==> config.mk <==
export PLATFORM = sky130hd
export DESIGN_NAME = tcw_alu
export DESIGN_NICKNAME = d
export VERILOG_FILES = /design/src/sv/tcw_pkg.sv /design/src/sv/tcw_alu.sv
export SDC_FILE = /design/constraint.sdc
export NUM_CORES = 1
export LEC_CHECK = 0
export ABC_AREA = 1
export ABC_CLOCK_PERIOD_IN_PS = 2100
export BUFFER_PORTS_ARGS = -buffer_cell sky130_fd_sc_hd__buf_2
export CORE_MARGIN = 4
export CORE_UTILIZATION = 44
export DETAILED_ROUTE_END_ITERATION = 10
export GPL_TIMING_DRIVEN = 0
export PLACE_DENSITY_LB_ADDON = 0.2
export SETUP_SLACK_MARGIN = 0.02
export SLEW_MARGIN = 10
export SYNTH_ARGS = -nofsm -noshare
export SYNTH_HDL_FRONTEND = slang
export SYNTH_SLANG_ARGS = --single-unit
==> constraint.sdc <==
create_clock -name vclk -period 2.1
set_clock_uncertainty 0.1 [all_clocks]
set_input_delay 0.315 -clock vclk [all_inputs]
set_output_delay 0.315 -clock vclk [all_outputs]
set_load 0.05 [all_outputs]
==> src/sv/tcw_pkg.sv <==
// ----------------------------------------------------------------------------
// tcw_pkg
// Shared types and codes for the text console character writer.
// ----------------------------------------------------------------------------
package tcw_pkg;

	// action codes
	localparam logic [1:0] ACT_PUT   = 2'd0;
	localparam logic [1:0] ACT_CLEAR = 2'd1;
	localparam logic [1:0] ACT_READ  = 2'd2;

	// character codes
	localparam logic [7:0] CH_BS    = 8'h08;
	localparam logic [7:0] CH_TAB   = 8'h09;
	localparam logic [7:0] CH_LF    = 8'h0A;
	localparam logic [7:0] CH_CR    = 8'h0D;
	localparam logic [7:0] CH_SPACE = 8'h20;
	localparam logic [7:0] CH_DEL   = 8'h7F;

	// attribute after reset: white on black
	localparam logic [7:0] ATTR_RESET = 8'h0F;

	typedef enum logic [2:0] {
		CK_OTHER,
		CK_BS,
		CK_TAB,
		CK_CR,
		CK_LF,
		CK_PRINT
	} char_kind_t;

	typedef enum logic [1:0] {
		ALU_ADD,
		ALU_SUB
	} alu_op_t;

	function automatic char_kind_t char_kind(input logic [7:0] ch);
		char_kind_t k;
		k = CK_OTHER;
		case (ch)
			CH_BS:   k = CK_BS;
			CH_TAB:  k = CK_TAB;
			CH_CR:   k = CK_CR;
			CH_LF:   k = CK_LF;
			default: begin
				if (ch inside {[CH_SPACE:CH_DEL]}) k = CK_PRINT;
				else k = CK_OTHER;
			end
		endcase
		return k;
	endfunction

endpackage

==> src/sv/tcw_alu.sv <==
// ----------------------------------------------------------------------------
// tcw_alu
// Shared adder/subtractor used for cell addresses, cursor steps and sweeps.
// ----------------------------------------------------------------------------
module tcw_alu #(
	parameter int W = 11
) (
	input  tcw_pkg::alu_op_t op,
	input  logic [W-1:0]     a,
	input  logic [W-1:0]     b,
	output logic [W-1:0]     sum
);

	import tcw_pkg::*;

	logic         sub;
	logic [W-1:0] b_eff;

	always_comb begin
		sub   = (op == ALU_SUB);
		b_eff = sub ? ~b : b;
		sum   = a + b_eff + W'(sub);
	end

endmodule

==> metrics.csv, run 1 <==
stage;metric;value;unit
outcome;outcome;aborted with a tool error;
outcome;failing step;clock tree synthesis;
outcome;Error;[ERROR DPL-0033] detailed placement checks failed during check placement.;
synth;sequential fraction of the synthesis area;0;%
floorplanning;initial core utilization;46.4;%
synth;Syn. warnings;0;
synth;largest family of logic cells by synthesized area;simple AND/OR/NAND/NOR gates;
placed_design;GPL Wtd Cong;0.779;
floorplanning;num ports;35;
placed_design;dpl hpwl;1650;microns
synth;post-synthesis simple-gate area fraction;46.7;%
synth;Mapped Nets;166;
synth;Distinct cells, synth;15;
placed_design;placed cell areas;1080;sq um
floorplanning;Die Y;47.9;microns
synth;Avg Cell Area, Syn;5.30;sq um
synth;mux share of post-synthesis cell area;0;%
synth;Syn Inst Count;132;
synth;Post-Synth Adder-Cell Area;19.0;%
synth;Synth Cell Area;699;sq um
synth;Synth Area in XOR/XNOR;16.3;%
clock_network;Hold Buf Count CTS;0;
placed_design;number of I/O port buffers;35;
clock_network;Post-CTS Setup Bufs;10;
placed_design;setup slack at placement;-0.492;ns
clock_network;cts repair resizes;68;
floorplanning;die width;47.9;microns
synth;Synth Area in Compound Gates;5.19;%
floorplanning;Rows;14;
[cell usage after synthesis]
library cell | number | area [sq um]
nand3_1 | 11 | 55.1
inv_1 | 22 | 82.6
or2_1 | 1 | 6.26
xnor2_1 | 10 | 87.6
nand2_2 | 1 | 6.26
nor2_1 | 11 | 41.3
o21ai_2 | 1 | 8.76
a21o_1 | 1 | 7.51
nand2_1 | 53 | 199
a21oi_1 | 4 | 20.0
xor2_1 | 3 | 26.3
fa_1 | 1 | 20.0
nand4_1 | 3 | 18.8
ha_1 | 9 | 113
buf_4 | 1 | 7.51
[cell families after synthesis]
family                     Yosys count
xor gates and xnor gates            13
adders and majority gates           10
and+or+nand+nor                     80
buffers and inverters               23
AOI/OAI and AO/OA                    6
[per-stage QoR]
stage               hold slack [ns]  TNS [ns]  std cells
detailed placement            0.945     -3.40        183
global placement              0.934     -3.14        183
floorplan                     0.815    -0.250        132
==> run 2, diff against run 1 <==
- ABC_CLOCK_PERIOD_IN_PS: 2100 -> 2730
- CORE_AREA: default -> 4 4 65 67
- CORE_MARGIN: 4 -> default
- CORE_UTILIZATION: 44 -> default
- DIE_AREA: default -> 0 0 69 71
- PLACE_DENSITY_LB_ADDON: 0.2 -> 0.15
- SETUP_SLACK_MARGIN: 0.02 -> default
- clock period: 2.1 -> 2.73 ns (I/O delays scaled with it)
==> metrics.csv, run 2 <==
stage;metric;value;unit
outcome;outcome;complete, no violations;
final_layout;register area;0;sq um
drt;First DRT Iteration DRCs;17;
min_path;Hold Crit Class;in -> out;
sta;share of the clock period used by the worst path after layout;94.1;%
synth;sequential fraction of the synthesis area;0;%
grt;initial antenna violation count;0;
synth;cells taking the most area after synthesis;nand2_1, ha_1, xnor2_1, inv_1, nand3_1;
pwr;Worst VDD drop;104;uV
worst_setup_path;Setup crit end kind;output pin;
worst_setup_path;Critical Path RT;2.22;ns
placed_design;# placed instances;215;
synth;Syn. warnings;0;
floorplanning;num ports;35;
final_layout;share of cells above drive strength 1;30.0;%
placed_design;dpl hpwl;1690;microns
final_layout;final instance area;1050;sq um
final_layout;Area Overhead vs Synth;50.4;%
synth;Avg Cell Area, Syn;5.30;sq um
final_layout;commonest non-fill, non-tap cell in the layout;nand2_1;
synth;Syn Inst Count;132;
floorplanning;die footprint;4900;sq um
floorplanning;Rows;22;
final_layout;fin util;29.0;%
synth;Synth area leader;nand2_1;
final_layout;FFs & Latches;0;
drt;drc violations;0;
placed_design;placed cell areas;942;sq um
min_path;hold depth;4;
synth;Distinct cells, synth;15;
sta;count of final hold-check violations;0;
sta;Worst Max-Slew Pin Slew;0.254;ns
drt;1st-pass router iterations;4;
drt;final WL;1930;microns
sta;Fin Hold WS;1.14;ns
grt;first-pass GRT wire length;3510;microns
final_layout;fill count;445;
placed_design;GPL Wtd Cong;0.848;
drt;vias;830;
sta;RSZ-0062 raised after global routing;no;
final_layout;nets;206;
worst_setup_path;critical path arrival;2.06;ns
floorplanning;core area;3630;sq um
sta;min Tclk post-route;2.57;ns
drt;post-route ant nets;0;
synth;Mapped Nets;166;
sta;setup violators final;0;
grt;Global Route Usage Sum;7.94;%
job;Max Cap Viol;0;
sta;highest clock rate;0.389;GHz
pwr;Power Total;0.459;mW
synth;most frequent cell after synthesis;nand2_1;
sta;setup ws final;0.162;ns
pwr;power density over the cells;436;nW/um^2
worst_setup_path;critical setup path kind;in -> out;
floorplanning;initial core utilization;19.2;%
grt;largest net degree at the start of global routing;11;
final_layout;# clk buffers;0;
final_layout;Antenna diodes;0;
floorplanning;die width;69;microns
placed_design;number of I/O port buffers;35;
final_layout;multi-input logic area;649;sq um
drt;WL/cell;8.87;microns
final_layout;most frequent cells in the layout;nand2_1, buf_2, inv_1;
synth;synth cell count leaders;nand2_1, inv_1, nand3_1, nor2_1, xnor2_1;
sta;Worst slew margin;83.2;%
pwr;Pleak;0.632;nW
grt;vias in the first global route;847;
sta;total negative setup slack;0;ns
drt;vias per cell;3.81;
grt;gr ovfl total;0;
worst_setup_path;Startpoint Class;input port;
final_layout;fin cells;218;
sta;Slew Limit Fails;0;
placed_design;setup slack at placement;-0.0188;ns
floorplanning;Die Y;71;microns
worst_setup_path;crit path max fanout;5;
synth;share of Yosys cell area claimed by the top area cell type;28.4;%
synth;Synth Cell Area;699;sq um
==> run 2: critical path: stages <==
cell and delay (ns):
buf_2 0.11, inv_2 0.06, nand2_4 0.06, clkbuf_16 0.16, xnor2_1 0.13, ha_1 0.38, nand2_2 0.11, nor2_1 0.10
nand3_1 0.11, a21o_1 0.19, nand2_1 0.08, buf_6 0.16
==> run 2: routing by layer <==
layer / up-vias / part of all wire, % / track usage [%]
li1: 482 / - / -
met1: 334 / 45 / 10.2
met2: 14 / 51 / 15.0
met3: 0 / 3.9 / 0.852
met4: 0 / 0 / 0
met5: - / 0 / 0
==> run 2: power breakdown <==
part           internal, mW  total (mW)  switching, mW  leakage (nW)
Clock                     0           0              0             0
Combinational         0.156       0.459          0.303         0.632
Sequential                0           0              0             0
Total                 0.156       0.459          0.303         0.632
==> run 2: cell families after synthesis <==
family / after synthesis / share of synthesized area [%]
and+or+nand+nor: 80 / 46.7
AOI/OAI and AO/OA: 6 / 5.19
xor gates and xnor gates: 13 / 16.3
adders and majority gates: 10 / 19.0
buffers and inverters: 23 / 12.9
==> run 2: final cells by class <==
class              instances  share of cell area [%]
multi-input cells        109                    61.7
repair buffers            38                    23.3
well taps                 48                    5.71
plain buffers              1                    1.43
inverters                 22                    7.85
==> run 2: final timing paths <==
| path | start | end | slack (ns) |
|---|---|---|---|
| worst max-delay path | op[1] | sum[8] | 0.16 |
| worst min-delay path | a[0] | sum[0] | 1.14 |
==> run 2: what timing repair did <==
action                     CTS  global route
gates cloned                 0             1
setup endpoints to repair    2             8
gates resized for setup      2            24
hold buffers                 0             0
pin swaps                    0             9
setup buffers                0             2
Note: power is estimated with default switching activity, not from simulation.
